`src/rtl/cdk_pkg.sv`:
```
// Shared widths, reset values, register indexes and data types of the color distance key.
`timescale 1ns / 1ps

package cdk_pkg;

  localparam int PIX_W  = 8;
  localparam int SUM_W  = 18;
  localparam int QUO_W  = 16;
  localparam int ROOT_W = 8;
  localparam int CAND_W = QUO_W + 1;
  localparam int PROD_W = 2 * SUM_W;
  localparam int CFG_W  = 8;
  localparam int IDX_W  = 3;

  // Division by three as a multiply by ceil(2^19 / 3) and a right shift; exact for sums below 2^19.
  localparam logic [SUM_W-1:0] DIV3_MULT  = 18'd174763;
  localparam int               DIV3_SHIFT = 19;

  localparam logic [PIX_W-1:0]  RESET_REF_LUMA        = 8'd100;
  localparam logic [PIX_W-1:0]  RESET_REF_CHROMA_RED  = 8'd100;
  localparam logic [PIX_W-1:0]  RESET_REF_CHROMA_BLUE = 8'd120;
  localparam logic [ROOT_W-1:0] RESET_MAX_DISTANCE    = 8'd50;
  localparam logic              RESET_THRESHOLD_EN    = 1'b0;
  localparam logic [ROOT_W-1:0] GRAY_FULL             = 8'd255;

  typedef enum logic [IDX_W-1:0] {
    CFG_REF_LUMA         = 3'd0,
    CFG_REF_CHROMA_RED   = 3'd1,
    CFG_REF_CHROMA_BLUE  = 3'd2,
    CFG_MAX_DISTANCE     = 3'd3,
    CFG_THRESHOLD_ENABLE = 3'd4
  } cfg_index_t;

  typedef struct packed {
    logic [PIX_W-1:0] luma;
    logic [PIX_W-1:0] chroma_red;
    logic [PIX_W-1:0] chroma_blue;
  } ref_color_t;

  typedef struct packed {
    logic [QUO_W-1:0]  value;
    logic [ROOT_W-1:0] root;
    logic [QUO_W-1:0]  square;
  } sqrt_data_t;

endpackage

```
`src/rtl/cdk_if.sv`:
```
// Valid/ready channel interfaces for pixel transactions and gray level transactions.
`timescale 1ns / 1ps

interface cdk_pixel_if;
  logic                       valid;
  logic                       ready;
  logic [cdk_pkg::PIX_W-1:0]  luma;
  logic [cdk_pkg::PIX_W-1:0]  chroma_red;
  logic [cdk_pkg::PIX_W-1:0]  chroma_blue;

  modport source (output valid, luma, chroma_red, chroma_blue, input ready);
  modport sink (input valid, luma, chroma_red, chroma_blue, output ready);
endinterface

interface cdk_gray_if;
  logic                       valid;
  logic                       ready;
  logic [cdk_pkg::ROOT_W-1:0] gray_level;

  modport source (output valid, gray_level, input ready);
  modport sink (input valid, gray_level, output ready);
endinterface

```
`src/rtl/cdk_front.sv`:
```
// Front stages: squared color differences summed, then the sum divided by three.
`timescale 1ns / 1ps

module cdk_front (
  input  logic                        clk,
  input  logic                        rst,
  input  logic                        in_valid,
  output logic                        in_ready,
  input  logic [cdk_pkg::PIX_W-1:0]   luma,
  input  logic [cdk_pkg::PIX_W-1:0]   chroma_red,
  input  logic [cdk_pkg::PIX_W-1:0]   chroma_blue,
  input  cdk_pkg::ref_color_t         ref_color,
  output logic                        out_valid,
  input  logic                        out_ready,
  output logic [cdk_pkg::QUO_W-1:0]   quotient
);

  logic                         sum_valid;
  logic [cdk_pkg::SUM_W-1:0]    sum;
  logic [cdk_pkg::SUM_W-1:0]    sum_next;
  logic                         sum_ready;
  logic                         quo_ready;
  logic [cdk_pkg::PIX_W-1:0]    diff_y;
  logic [cdk_pkg::PIX_W-1:0]    diff_cr;
  logic [cdk_pkg::PIX_W-1:0]    diff_cb;
  logic [2*cdk_pkg::PIX_W-1:0]  sq_y;
  logic [2*cdk_pkg::PIX_W-1:0]  sq_cr;
  logic [2*cdk_pkg::PIX_W-1:0]  sq_cb;
  logic [cdk_pkg::PROD_W-1:0]   product;

  always_comb begin
    diff_y  = (luma >= ref_color.luma) ? luma - ref_color.luma : ref_color.luma - luma;
    diff_cr = (chroma_red >= ref_color.chroma_red) ? chroma_red - ref_color.chroma_red
                                                   : ref_color.chroma_red - chroma_red;
    diff_cb = (chroma_blue >= ref_color.chroma_blue) ? chroma_blue - ref_color.chroma_blue
                                                     : ref_color.chroma_blue - chroma_blue;
    sq_y  = {8'd0, diff_y} * {8'd0, diff_y};
    sq_cr = {8'd0, diff_cr} * {8'd0, diff_cr};
    sq_cb = {8'd0, diff_cb} * {8'd0, diff_cb};
    sum_next = {2'd0, sq_y} + {2'd0, sq_cr} + {2'd0, sq_cb};
    product = {{cdk_pkg::SUM_W{1'b0}}, sum}
            * {{cdk_pkg::SUM_W{1'b0}}, cdk_pkg::DIV3_MULT};
  end

  assign quo_ready = !out_valid || out_ready;
  assign sum_ready = !sum_valid || quo_ready;
  assign in_ready  = sum_ready;

  always_ff @(posedge clk) begin
    if (rst) begin
      sum_valid <= 1'b0;
      out_valid <= 1'b0;
    end else begin
      if (sum_ready) begin
        sum_valid <= in_valid;
      end
      if (quo_ready) begin
        out_valid <= sum_valid;
      end
    end
    if (sum_ready) begin
      sum <= sum_next;
    end
    if (quo_ready) begin
      quotient <= product[cdk_pkg::DIV3_SHIFT +: cdk_pkg::QUO_W];
    end
  end

endmodule

```
`src/rtl/cdk_sqrt_cell.sv`:
```
// One cell of the square root chain: decides one root bit and hands the result onward.
`timescale 1ns / 1ps

module cdk_sqrt_cell #(
  parameter int BIT_POS = 0
) (
  input  logic                clk,
  input  logic                rst,
  input  logic                in_valid,
  output logic                in_ready,
  input  cdk_pkg::sqrt_data_t in_data,
  output logic                out_valid,
  input  logic                out_ready,
  output cdk_pkg::sqrt_data_t out_data
);

  logic [cdk_pkg::CAND_W-1:0] cand;
  logic                       take;
  cdk_pkg::sqrt_data_t        data_next;

  always_comb begin
    cand = {1'b0, in_data.square}
         + ({{(cdk_pkg::CAND_W-cdk_pkg::ROOT_W){1'b0}}, in_data.root} << (BIT_POS + 1))
         + ({{(cdk_pkg::CAND_W-1){1'b0}}, 1'b1} << (2 * BIT_POS));
    take = cand <= {1'b0, in_data.value};
    data_next.value  = in_data.value;
    data_next.root   = take ? in_data.root | (cdk_pkg::ROOT_W'(1) << BIT_POS) : in_data.root;
    data_next.square = take ? cand[cdk_pkg::QUO_W-1:0] : in_data.square;
  end

  assign in_ready = !out_valid || out_ready;

  always_ff @(posedge clk) begin
    if (rst) begin
      out_valid <= 1'b0;
    end else if (in_ready) begin
      out_valid <= in_valid;
    end
    if (in_ready) begin
      out_data <= data_next;
    end
  end

  a_square_tracks_root: assert property (@(posedge clk) disable iff (rst)
    out_valid |-> out_data.square ==
      ({{cdk_pkg::ROOT_W{1'b0}}, out_data.root} * {{cdk_pkg::ROOT_W{1'b0}}, out_data.root}))
    else $error("Running square does not match the partial root.");

  a_square_bounded: assert property (@(posedge clk) disable iff (rst)
    out_valid |-> out_data.square <= out_data.value)
    else $error("Partial root squared exceeds the operand.");

  a_low_bits_clear: assert property (@(posedge clk) disable iff (rst)
    out_valid |-> (out_data.root & ((cdk_pkg::ROOT_W'(1) << BIT_POS) - cdk_pkg::ROOT_W'(1)))
                  == '0)
    else $error("Root bits below this cell are already set.");

endmodule

```
`src/rtl/color_distance_key.sv`:
```
// Top level of the color distance key: configuration, front stages, square root chain, output.
//
// A pixel transaction on the pixel channel (luma, chroma_red, chroma_blue) yields exactly one
// gray level transaction on the gray channel, in order. The gray level is the root-mean-square
// distance of the pixel to the reference color, forced to 255 when keying is enabled and the
// distance exceeds max_distance.
// The datapath is a pipeline of eleven registered stages: the summed squared differences, the
// division by three, eight square root cells that each settle one root bit, and the output
// register, which drives gray.valid. One pixel is accepted in every cycle while the gray channel
// does not stall.
// Every stage holds its transaction when the stage after it is full and stalled, so a stalled
// receiver fills the bubbles first and then drops pixel.ready; nothing is lost or repeated.
// Configuration writes through cfg_we, cfg_index and cfg_data take effect at once. They must be
// made by the user while no pixel is in flight (not enforced); unknown-index writes are ignored.
// A synchronous reset empties the pipeline and restores the register reset values: reference
// color (100, 100, 120), max_distance 50 and keying disabled.
`timescale 1ns / 1ps

module color_distance_key (
  input  logic                      clk,
  input  logic                      rst,
  cdk_pixel_if.sink                 pixel,
  cdk_gray_if.source                gray,
  input  logic                      cfg_we,
  input  logic [cdk_pkg::IDX_W-1:0] cfg_index,
  input  logic [cdk_pkg::CFG_W-1:0] cfg_data
);

  cdk_pkg::ref_color_t          ref_color;
  logic [cdk_pkg::ROOT_W-1:0]   max_distance;
  logic                         threshold_enable;
  logic                         front_valid;
  logic                         front_ready;
  logic [cdk_pkg::QUO_W-1:0]    quotient;
  logic                         link_valid [cdk_pkg::ROOT_W+1];
  logic                         link_ready [cdk_pkg::ROOT_W+1];
  cdk_pkg::sqrt_data_t          link_data  [cdk_pkg::ROOT_W+1];
  logic                         out_ready;
  logic [cdk_pkg::ROOT_W-1:0]   root;

  always_ff @(posedge clk) begin
    if (rst) begin
      ref_color.luma        <= cdk_pkg::RESET_REF_LUMA;
      ref_color.chroma_red  <= cdk_pkg::RESET_REF_CHROMA_RED;
      ref_color.chroma_blue <= cdk_pkg::RESET_REF_CHROMA_BLUE;
      max_distance          <= cdk_pkg::RESET_MAX_DISTANCE;
      threshold_enable      <= cdk_pkg::RESET_THRESHOLD_EN;
    end else if (cfg_we) begin
      unique case (cfg_index)
        cdk_pkg::CFG_REF_LUMA:         ref_color.luma        <= cfg_data;
        cdk_pkg::CFG_REF_CHROMA_RED:   ref_color.chroma_red  <= cfg_data;
        cdk_pkg::CFG_REF_CHROMA_BLUE:  ref_color.chroma_blue <= cfg_data;
        cdk_pkg::CFG_MAX_DISTANCE:     max_distance          <= cfg_data;
        cdk_pkg::CFG_THRESHOLD_ENABLE: threshold_enable      <= cfg_data[0];
        default: ;
      endcase
    end
  end

  cdk_front u_front (
    .clk         (clk),
    .rst         (rst),
    .in_valid    (pixel.valid),
    .in_ready    (pixel.ready),
    .luma        (pixel.luma),
    .chroma_red  (pixel.chroma_red),
    .chroma_blue (pixel.chroma_blue),
    .ref_color   (ref_color),
    .out_valid   (front_valid),
    .out_ready   (front_ready),
    .quotient    (quotient)
  );

  assign link_valid[0]        = front_valid;
  assign front_ready          = link_ready[0];
  assign link_data[0].value   = quotient;
  assign link_data[0].root    = '0;
  assign link_data[0].square  = '0;

  for (genvar g = 0; g < cdk_pkg::ROOT_W; g++) begin : g_cell
    cdk_sqrt_cell #(
      .BIT_POS (cdk_pkg::ROOT_W - 1 - g)
    ) u_cell (
      .clk       (clk),
      .rst       (rst),
      .in_valid  (link_valid[g]),
      .in_ready  (link_ready[g]),
      .in_data   (link_data[g]),
      .out_valid (link_valid[g+1]),
      .out_ready (link_ready[g+1]),
      .out_data  (link_data[g+1])
    );
  end

  assign root                         = link_data[cdk_pkg::ROOT_W].root;
  assign out_ready                    = !gray.valid || gray.ready;
  assign link_ready[cdk_pkg::ROOT_W]  = out_ready;

  always_ff @(posedge clk) begin
    if (rst) begin
      gray.valid <= 1'b0;
    end else if (out_ready) begin
      gray.valid <= link_valid[cdk_pkg::ROOT_W];
    end
    if (out_ready) begin
      gray.gray_level <= (threshold_enable && root > max_distance) ? cdk_pkg::GRAY_FULL : root;
    end
  end

endmodule

```
`src/flat_wrapper.sv`:
```
// flat-port wrapper written by rule: the top's interface ports become plain ports
module color_distance_key_flat 
  (clk, rst, cfg_we, cfg_index, cfg_data, pixel_valid, pixel_luma, pixel_chroma_red, pixel_chroma_blue, pixel_ready, gray_valid, gray_gray_level, gray_ready);
  cdk_pixel_if pixel_i ();
  cdk_gray_if gray_i ();
  input  logic clk;
  input  logic rst;
  input  logic cfg_we;
  input  logic [cdk_pkg::IDX_W-1:0] cfg_index;
  input  logic [cdk_pkg::CFG_W-1:0] cfg_data;
  input wire logic [$bits(pixel_i.valid)-1:0] pixel_valid;
  input wire logic [$bits(pixel_i.luma)-1:0] pixel_luma;
  input wire logic [$bits(pixel_i.chroma_red)-1:0] pixel_chroma_red;
  input wire logic [$bits(pixel_i.chroma_blue)-1:0] pixel_chroma_blue;
  output wire logic [$bits(pixel_i.ready)-1:0] pixel_ready;
  output wire logic [$bits(gray_i.valid)-1:0] gray_valid;
  output wire logic [$bits(gray_i.gray_level)-1:0] gray_gray_level;
  input wire logic [$bits(gray_i.ready)-1:0] gray_ready;
  assign pixel_i.valid = pixel_valid;
  assign pixel_i.luma = pixel_luma;
  assign pixel_i.chroma_red = pixel_chroma_red;
  assign pixel_i.chroma_blue = pixel_chroma_blue;
  assign pixel_ready = pixel_i.ready;
  assign gray_valid = gray_i.valid;
  assign gray_gray_level = gray_i.gray_level;
  assign gray_i.ready = gray_ready;
  color_distance_key u_core (.clk(clk), .rst(rst), .pixel(pixel_i), .gray(gray_i), .cfg_we(cfg_we), .cfg_index(cfg_index), .cfg_data(cfg_data));
endmodule
```
`config.mk`:
```
export PLATFORM = sky130hd
export DESIGN_NAME = color_distance_key_flat
export DESIGN_NICKNAME = d
export VERILOG_FILES = /design/src/rtl/cdk_pkg.sv /design/src/rtl/cdk_if.sv /design/src/rtl/cdk_front.sv /design/src/rtl/cdk_sqrt_cell.sv /design/src/rtl/color_distance_key.sv /design/src/flat_wrapper.sv
export SDC_FILE = /design/constraint.sdc
export NUM_CORES = 1
export LEC_CHECK = 0
export ABC_AREA = 1
export ABC_CLOCK_PERIOD_IN_PS = 6300
export BUFFER_PORTS_ARGS = -buffer_cell sky130_fd_sc_hd__buf_2
export CAP_MARGIN = 20
export CORE_ASPECT_RATIO = 0.7
export CORE_MARGIN = 4
export CORE_UTILIZATION = 45
export DETAILED_ROUTE_END_ITERATION = 8
export GPL_TIMING_DRIVEN = 1
export HOLD_SLACK_MARGIN = 0.1
export PLACE_DENSITY = 0.63
export SYNTH_ARGS = -nofsm -noshare
export SYNTH_HDL_FRONTEND = slang
export SYNTH_SLANG_ARGS = --single-unit
```
`constraint.sdc`:
```
create_clock -name clk -period 6.3 [get_ports clk]
set_input_delay 0.315 -clock clk [delete_from_list [all_inputs] [get_ports clk]]
set_output_delay 0.315 -clock clk [all_outputs]
set_load 0.01 [all_outputs]
```
==> impl_metrics.yaml, run 1 <==
floorplan:
  fp.dieH_um: 213
  core_um2: 58700
  die_area_um2: 63800
  start_util_pct: 45.8
  die_x_um: 300
  rows: 74
  ioPinCount: 50
global_routing:
  grt_pass1_wl_um: 105000
  grt_overflow: 0
  grt_max_degree: 38
  grt_usage_pct: 20.3
  grt_pass1_vias: 20127
  antenna_found_initial: 0
route:
  vias: 19584
  drcViolationCount: 0
  drt_iter0_drc: 1338
  drtPass1Iterations: 7
  ant_nets: 0
  finalWirelength_um: 63000
  wl_per_cell_um: 15.8
  vias_per_cell: 4.92
job:
  maxCapViolations: 0
clocking:
  cts_made_buffers: 28
  clk_latency_ps: 580
  cts_buffer_depth: 3
  htreeDepth: 1
  cts-root-buf: "clkbuf_16"
  clk_pin_slew_ps: 70
  cts_num_sinks: 282
  cts_tree: "built"
timing:
  clock.fmax_ghz: 0.145
  hold_viol: 0
  setup_ws_ps: -598
  worstMarginPinSlew_ps: 918
  rsz0062_at_grt: "yes"
  fin_crit_ps: 6900
  finalMaxSlewViolations: 0
  fin_skew_ps: 35.9
  min_period_over_period_pct: 109
  slew_headroom_pct: 38.8
  finalSetupViolCount: 12
layout:
  drive_gt1_share_pct: 17.4
  syn_to_final_growth_pct: 17.1
  final_nets: 3822
  final_cells: 3983
  num_antenna_cells: 0
synth:
  ys_ff_latch: 282
  synth_most_common_cell: "inv_1"
  yosysWarnings: 0
  synth_area_leaders: "edfxtp_1, fa_1, ha_1"
  synth-edff-count: 238
  syn_inst: 2863
  synthesis.nets: 3521
  netlist_top_cells_count: "inv_1, ha_1, nand2_1"
  synthArstFlopShare_pct: 0
  yosysTopAreaCell: "edfxtp_1"
  synth_top_cell_area_share_pct: 26.6
  syn-cell-area_um2: 26900
  yosys_most_used_dff: "edfxtp_1"
  netlist-cell-type-count: 55
  synth_seq_area_share_pct: 29.8
  synth_area_per_cell_um2: 9.40
worst_setup_path:
  crit_top_cell: "fa_1"
  arrival_ps: 7200
  worst-path-max-fanout: 6
  cp.required_ps: 6600
  end_kind: "flop"
  path_class: "reg2reg"
  cp_slowest_cell: "fa_1"
  cp-start-kind: "flop"
  cp_top_family: "adder cells"
  crit_buf_inv: 10
  slowest_delay_ps: 550
outcome:
  status: "finished with violations"
  violations: "setup timing"
placement:
  port_buffers: 49
  place_inst: 3890
  hpwl_um: 53800
  pre_cts_ws_ps: -805
  finalWeightedCongestion: 0.971
hold_path:
  hold_path_class: "in2reg"
per-stage QoR:
| step | hold slack (ps) | instance area, µm² | TNS (ps) | utilization, % |
|---|---|---|---|---|
| after floorplan | 400 | 27200 | -1320 | - |
| after detailed placement | 405 | 29900 | -7800 | 50.9 |
| after CTS | 106 | 31400 | -5630 | 53.4 |
| after global placement | 404 | 29900 | -7270 | 50.9 |
| after global routing | 134 | 31500 | -9430 | 53.7 |
| final | 140 | 31500 | -5970 | 53.7 |
area by class of cell:
| cell class | count | area (µm²) |
|---|---|---|
| Fill cell | 5259 | 27200 |
| Multi-Input combinational cell | 1825 | 16600 |
| Sequential cell | 282 | 8040 |
| Inverter | 737 | 2800 |
| Timing Repair Buffer | 290 | 2180 |
| Tap cell | 798 | 998 |
| Clock buffer | 34 | 753 |
| Clock inverter | 17 | 181 |
worst min-delay path: cells and delay by family:
family | cells | cell delay (ps)
buffers and inverters | 1 | 110
AO/OA/AOI/OAI | 1 | 160
AND/OR/NAND/NOR | 1 | 90
state kept, by name, indices dropped and copies added (netlist names):
| name | count |
|---|---|
| u_core.g_cell.u_cell.out_data | 196 |
| u_core.ref_color | 24 |
| u_core.u_front.sum | 18 |
| u_core.u_front.quotient | 16 |
| u_core.g_cell.u_cell.out_valid | 8 |
| u_core.gray.gray_level | 8 |
| u_core.max_distance | 8 |
| u_core.gray.valid | 1 |
| u_core.threshold_enable | 1 |
| u_core.u_front.out_valid | 1 |
| u_core.u_front.sum_valid | 1 |
path summary, 6_finish.rpt:
| kind | startpoint | endpoint | slack [ps] | cells past startpoint |
|---|---|---|---|---|
| worst max-delay path | u_core.ref_color[16] | u_core.u_front.sum[14] | -600 | 33 |
| worst max register to register | u_core.ref_color[16] | u_core.u_front.sum[14] | -600 | 33 |
| worst min register to register | u_core.u_front.quotient[6] | u_core.g_cell[0].u_cell.out_data[30] | 410 | 0 |
| worst min-delay path | cfg_index[1] | u_core.ref_color[10] | 140 | 3 |
kinds of logic after synthesis:
kind of cell / share of synthesized area, %
and+or+nand+nor: 13.5
buffers and inverters: 10.9
adders and majority gates: 35.7
AOI/OAI and AO/OA: 6.94
DFF: 29.8
xor gates and xnor gates: 3.19
placed cells by master (no fill, tap or decap), drive strengths merged, types with 16 or more instances in the layout:
master       Yosys  final
a21oi          157    157
buf             16    274
clkbuf           6     34
dfxtp           44     44
dlygate4sd3      0     16
edfxtp         238    238
fa             249    249
ha             369    369
inv            735    738
nand2          401    404
nand3          103    103
nand4           29     29
nor2           192    192
nor3            29     29
o211ai          19     19
o21ai           97     97
xnor2           34     34
xor2            64     64
repair_timing:
item	in CTS	in global routing
pin swaps	58	21
hold buffers	16	0
gates cloned	3	0
hold endpoints to repair	20	0
setup buffers	28	5
resized for setup	67	20
setup endpoints to repair	13	14
layer usage:
| metal | global-route usage (%) | vias up | share of wire (%) |
|---|---|---|---|
| met2 | 29.4 | 467 | 41 |
| li1 | - | 9707 | - |
| met5 | 0 | - | 0 |
| met3 | 3.78 | 59 | 6.2 |
| met4 | 2.70 | 0 | 1.2 |
| met1 | 32.4 | 9351 | 52 |
Power of run 1 is left out: the tool's default activity adds up to more than one toggle a clock period on the data nets, which glitch-free logic cannot reach.
==> inputs of run 2 (changes only) <==
--- a/config.mk
+++ b/config.mk
@@ -9,13 +9,15 @@
 export ABC_CLOCK_PERIOD_IN_PS = 6300
 export BUFFER_PORTS_ARGS = -buffer_cell sky130_fd_sc_hd__buf_2
 export CAP_MARGIN = 20
-export CORE_ASPECT_RATIO = 0.7
+export CELL_PAD_IN_SITES_DETAIL_PLACEMENT = 0
+export CELL_PAD_IN_SITES_GLOBAL_PLACEMENT = 1
+export CORE_ASPECT_RATIO = 2
 export CORE_MARGIN = 4
-export CORE_UTILIZATION = 45
+export CORE_UTILIZATION = 46
 export DETAILED_ROUTE_END_ITERATION = 8
 export GPL_TIMING_DRIVEN = 1
 export HOLD_SLACK_MARGIN = 0.1
-export PLACE_DENSITY = 0.63
+export PLACE_DENSITY = 0.78
 export SYNTH_ARGS = -nofsm -noshare
 export SYNTH_HDL_FRONTEND = slang
 export SYNTH_SLANG_ARGS = --single-unit
==> impl_metrics.yaml, run 2 (synthesis gave the netlist of run 1 again) <==
worst_setup_path:
  rr_startpoint: "u_core.ref_color[16]"
  cp_top_family: "adder cells"
  crit_path_end: "u_core.u_front.sum[17]"
  cp.depth: 33
  critPathLaunch: "u_core.ref_color[16]"
  path_class: "reg2reg"
  worstReg2RegEnd: "u_core.u_front.sum[17]"
  worst-path-max-fanout: 5
  end_kind: "flop"
  slowest_delay_ps: 540
  cp_slowest_cell: "fa_1"
  ff2ff_path_depth: 33
  arrival_ps: 7190
  cp-start-kind: "flop"
  rrSetupSlack_ps: -550
  crit_buf_inv: 11
  cp.required_ps: 6640
clocking:
  clk_latency_ps: 580
  cts_buffer_depth: 3
  cts_num_sinks: 282
  cts_made_buffers: 26
  clk_pin_slew_ps: 70
  cts-root-buf: "clkbuf_16"
  htreeDepth: 1
  cts_tree: "built"
layout:
  n_fill_cell: 5245
  regMostFlops: "u_core.g_cell.u_cell.out_data"
  top_regs: "u_core.g_cell.u_cell.out_data (196), u_core.ref_color (24), u_core.u_front.sum (18)"
  multiInputGateArea_um2: 16600
  final_nets: 3821
  drive_gt1_share_pct: 17.6
  layout_common_cells: "inv_1, ha_1, nand2_1"
  largest_register_ffs: 196
  seq_area_um2: 8040
  fin_util_pct: 54.1
  syn_to_final_growth_pct: 16.6
  final_area_um2: 31400
  layout_commonest_cell: "inv_1"
placement:
  finalWeightedCongestion: 0.943
  port_buffers: 49
  dpl_cell_area_um2: 29900
  hpwl_um: 57800
floorplan:
  ioPinCount: 50
  start_util_pct: 46.4
  rows: 125
  fp.dieH_um: 350
  core_um2: 58000
  die_x_um: 179
  die_area_um2: 62600
timing:
  fin_crit_ps: 6850
  setup_ws_ps: -553
  finalSetupViolCount: 12
  rsz0062_at_grt: "yes"
  slew_headroom_pct: 35.7
  fin_skew_ps: 22.6
  hold_viol: 0
  min_period_over_period_pct: 109
  clock.fmax_ghz: 0.146
  finalMaxSlewViolations: 0
  worstMarginPinSlew_ps: 964
  hold_ws_ps: 142
route:
  ant_nets: 0
  vias_per_cell: 4.94
  drtPass1Iterations: 8
  vias: 19497
  drcViolationCount: 0
  wl_per_cell_um: 16.7
  drt_iter0_drc: 680
  finalWirelength_um: 66000
outcome:
  status: "finished with violations"
  violations: "setup timing"
global_routing:
  grt_usage_pct: 21.6
  antenna_found_initial: 1
  grt_pass1_vias: 21410
  grt_pass1_wl_um: 106000
  grt_max_degree: 38
  grt_overflow: 0
job:
  maxCapViolations: 0
hold_path:
  hold_path_class: "in2reg"
==> run 2: cell types whose count changed in the layout (fill, tap and decap cells not counted), sizes merged <==
cell / previous run / this run
buf: 274 / 279
clkbuf: 34 / 31
clkinv: 11 / 14
dlygate4sd3: 16 / 13
clkinvlp: 3 / 1
diode: 0 / 1
inv: 738 / 737
nand2: 404 / 403
==> run 2: worst min path at each step <==
stage	slack (ps)	to	cells past startpoint	start
2_1_floorplan	400	u_core.g_cell[0].u_cell.out_data[24]	0	u_core.u_front.quotient[0]
3_3_place_gp	410	u_core.g_cell[0].u_cell.out_data[25]	0	u_core.u_front.quotient[1]
3_5_place_dp	400	u_core.g_cell[0].u_cell.out_data[33]	0	u_core.u_front.quotient[9]
4_1_cts	110	u_core.max_distance[7]	3	cfg_data[7]
5_1_grt	170	u_core.max_distance[7]	3	cfg_data[7]
6_report	140	u_core.max_distance[7]	3	cfg_data[7]
==> run 2: final cells by class <==
class	instances	area share (%)
Timing Repair Buffer	292	6.93
Clock inverter	17	0.546
Clock buffer	31	2.13
Tap cell	762	3.04
Inverter	737	8.92
Antenna cell	1	0.00798
Sequential cell	282	25.6
Multi-Input combinational cell	1824	52.8
==> run 2: metal layers <==
layer,wire length (µm),vias to the layer above,track usage [%]
met5,0,-,0
met4,5270,0,13.6
met3,1450,188,1.55
met2,38600,321,44.2
met1,20700,9306,19.4
li1,-,9682,-
==> run 2: per-stage QoR <==
| stage | TNS [ps] | setup WS, ps | instances |
|---|---|---|---|
| floorplan | -1320 | -299 | 2863 |
| global placement | -6800 | -700 | 3864 |
| detailed placement | -8430 | -870 | 3864 |
| CTS | -5550 | -594 | 3936 |
| global route | -8250 | -795 | 3946 |
| finish | -5160 | -553 | 3946 |
==> run 2: tightest hold or removal path, cell delays in order <==
cell	delay (ps)
buf_2	160
o21ai_0	100
a21oi_1	110
==> run 2: timing repair <==
action / in CTS / in global routing
pin swaps: 21 / 25
buffers inserted: 12 / 8
endpoints found under the hold margin: 21 / 0
hold buffers: 13 / 0
cloned: 2 / 0
gates resized for setup: 52 / 47
setup endpoints to repair: 13 / 13
Power of run 2 is left out for the same reason.
==> inputs of run 3 (changes only) <==
--- a/config.mk
+++ b/config.mk
@@ -12,7 +12,6 @@
 export CELL_PAD_IN_SITES_DETAIL_PLACEMENT = 0
 export CELL_PAD_IN_SITES_GLOBAL_PLACEMENT = 1
 export CORE_ASPECT_RATIO = 2
-export CORE_MARGIN = 4
 export CORE_UTILIZATION = 46
 export DETAILED_ROUTE_END_ITERATION = 8
 export GPL_TIMING_DRIVEN = 1
==> impl_metrics.yaml, run 3 (synthesis gave the netlist of run 1 again) <==
layout:
  largest_register_ffs: 196
  layout_commonest_cell: "inv_1"
  layout_common_cells: "inv_1, ha_1, nand2_1"
  final_cells: 3952
  n_fill_cell: 5269
  num_antenna_cells: 0
  regMostFlops: "u_core.g_cell.u_cell.out_data"
  final_nets: 3827
  top_regs: "u_core.g_cell.u_cell.out_data (196), u_core.ref_color (24), u_core.u_front.sum (18)"
  drive_gt1_share_pct: 18.0
  syn_to_final_growth_pct: 17.4
worst_setup_path:
  rrSetupSlack_ps: -590
  cp.required_ps: 6620
  end_kind: "flop"
  rr_startpoint: "u_core.ref_color[0]"
  crit_buf_inv: 7
  arrival_ps: 7210
  critPathLaunch: "u_core.ref_color[0]"
  crit_top_cell: "fa_1"
  slowest_delay_ps: 600
  cp_top_family: "adder cells"
  path_class: "reg2reg"
  cp-start-kind: "flop"
  worst-path-max-fanout: 4
  cp_slowest_cell: "fa_1"
route:
  drt_iter0_drc: 572
  vias_per_cell: 4.92
  wl_per_cell_um: 16.7
  vias: 19453
  ant_nets: 0
  drtPass1Iterations: 5
  drcViolationCount: 0
  finalWirelength_um: 66000
clocking:
  cts_buffer_depth: 3
  htreeDepth: 1
  cts_made_buffers: 28
  clk_pin_slew_ps: 70
  clk_latency_ps: 590
  cts-root-buf: "clkbuf_16"
  cts_num_sinks: 282
  cts_tree: "built"
hold_path:
  hold_path_class: "in2reg"
  hold_start: "cfg_index[1]"
global_routing:
  grt_usage_pct: 22.9
  grt_pass1_vias: 21333
  grt_max_degree: 38
  grt_overflow: 0
  grt_pass1_wl_um: 106000
  antenna_found_initial: 0
floorplan:
  die_x_um: 173
  start_util_pct: 46.5
  fp.dieH_um: 344
  die_area_um2: 59500
  core_um2: 57900
  rows: 125
  ioPinCount: 50
outcome:
  status: "finished with violations"
  violations: "setup timing"
timing:
  finalMaxSlewViolations: 0
  hold_ws_ps: 146
  worstMarginPinSlew_ps: 938
  hold_viol: 0
  finalSetupViolCount: 12
  clock.fmax_ghz: 0.145
  fin_skew_ps: 28.2
  min_period_over_period_pct: 109
  rsz0062_at_grt: "yes"
  fin_crit_ps: 6890
  setup_ws_ps: -595
  slew_headroom_pct: 37.4
placement:
  hpwl_um: 57600
  pre_cts_ws_ps: -796
  port_buffers: 49
  place_inst: 3866
  finalWeightedCongestion: 0.953
job:
  maxCapViolations: 0
-- run 3: cell count changes in the layout (fill, tap and decap cells not counted), sizes merged --
cell    delta
clkbuf     +5
diode      -1
clkinv     -2
buf        +4
-- run 3: what timing repair did --
| item | CTS | global route |
|---|---|---|
| cloned | 2 | 0 |
| setup buffers | 7 | 13 |
| pin swaps | 24 | 51 |
| endpoints found under the hold margin | 22 | 0 |
| hold buffers | 13 | 0 |
| gates resized for setup | 21 | 89 |
| setup endpoints to repair | 12 | 14 |
-- run 3: layout make-up --
class | count | area (µm²) | share of cell area, %
Clock buffer | 36 | 756 | 2.39
Sequential cell | 282 | 8030 | 25.4
Multi-Input combinational cell | 1824 | 16600 | 52.6
Inverter | 737 | 2810 | 8.90
Clock inverter | 15 | 173 | 0.547
Timing Repair Buffer | 296 | 2230 | 7.08
Tap cell | 762 | 953 | 3.02
-- run 3: per-stage QoR --
step           utilization [%]  cell area (µm²)  TNS (ps)
2_1_floorplan                -            27200     -1320
3_3_place_gp              51.7            29900     -6850
3_5_place_dp              51.7            29900     -7450
4_1_cts                   53.8            31100     -5540
5_1_grt                   54.6            31600     -8770
6_report                  54.6            31600     -5670
-- run 3: worst paths after layout --
path / end / depth (start not counted)
max: u_core.u_front.sum[16] / 29
min: u_core.ref_color[13] / 4
max reg2reg: u_core.u_front.sum[16] / 29
min reg2reg: u_core.g_cell[0].u_cell.out_data[25] / 0
-- run 3: worst min-delay path: stages --
cell and delay, ps:
buf_2 110, nor3_2 90, nand2_1 70, o211ai_1 80
-- run 3: metal layers --
metal | track usage, % | wire length [µm] | vias to the layer above
met3 | 1.72 | 1190 | 179
met4 | 16.3 | 5300 | 0
li1 | - | - | 9696
met5 | 0 | 0 | -
met1 | 19.8 | 20900 | 9268
met2 | 48.0 | 38600 | 310
Power of run 3 is left out for the same reason.
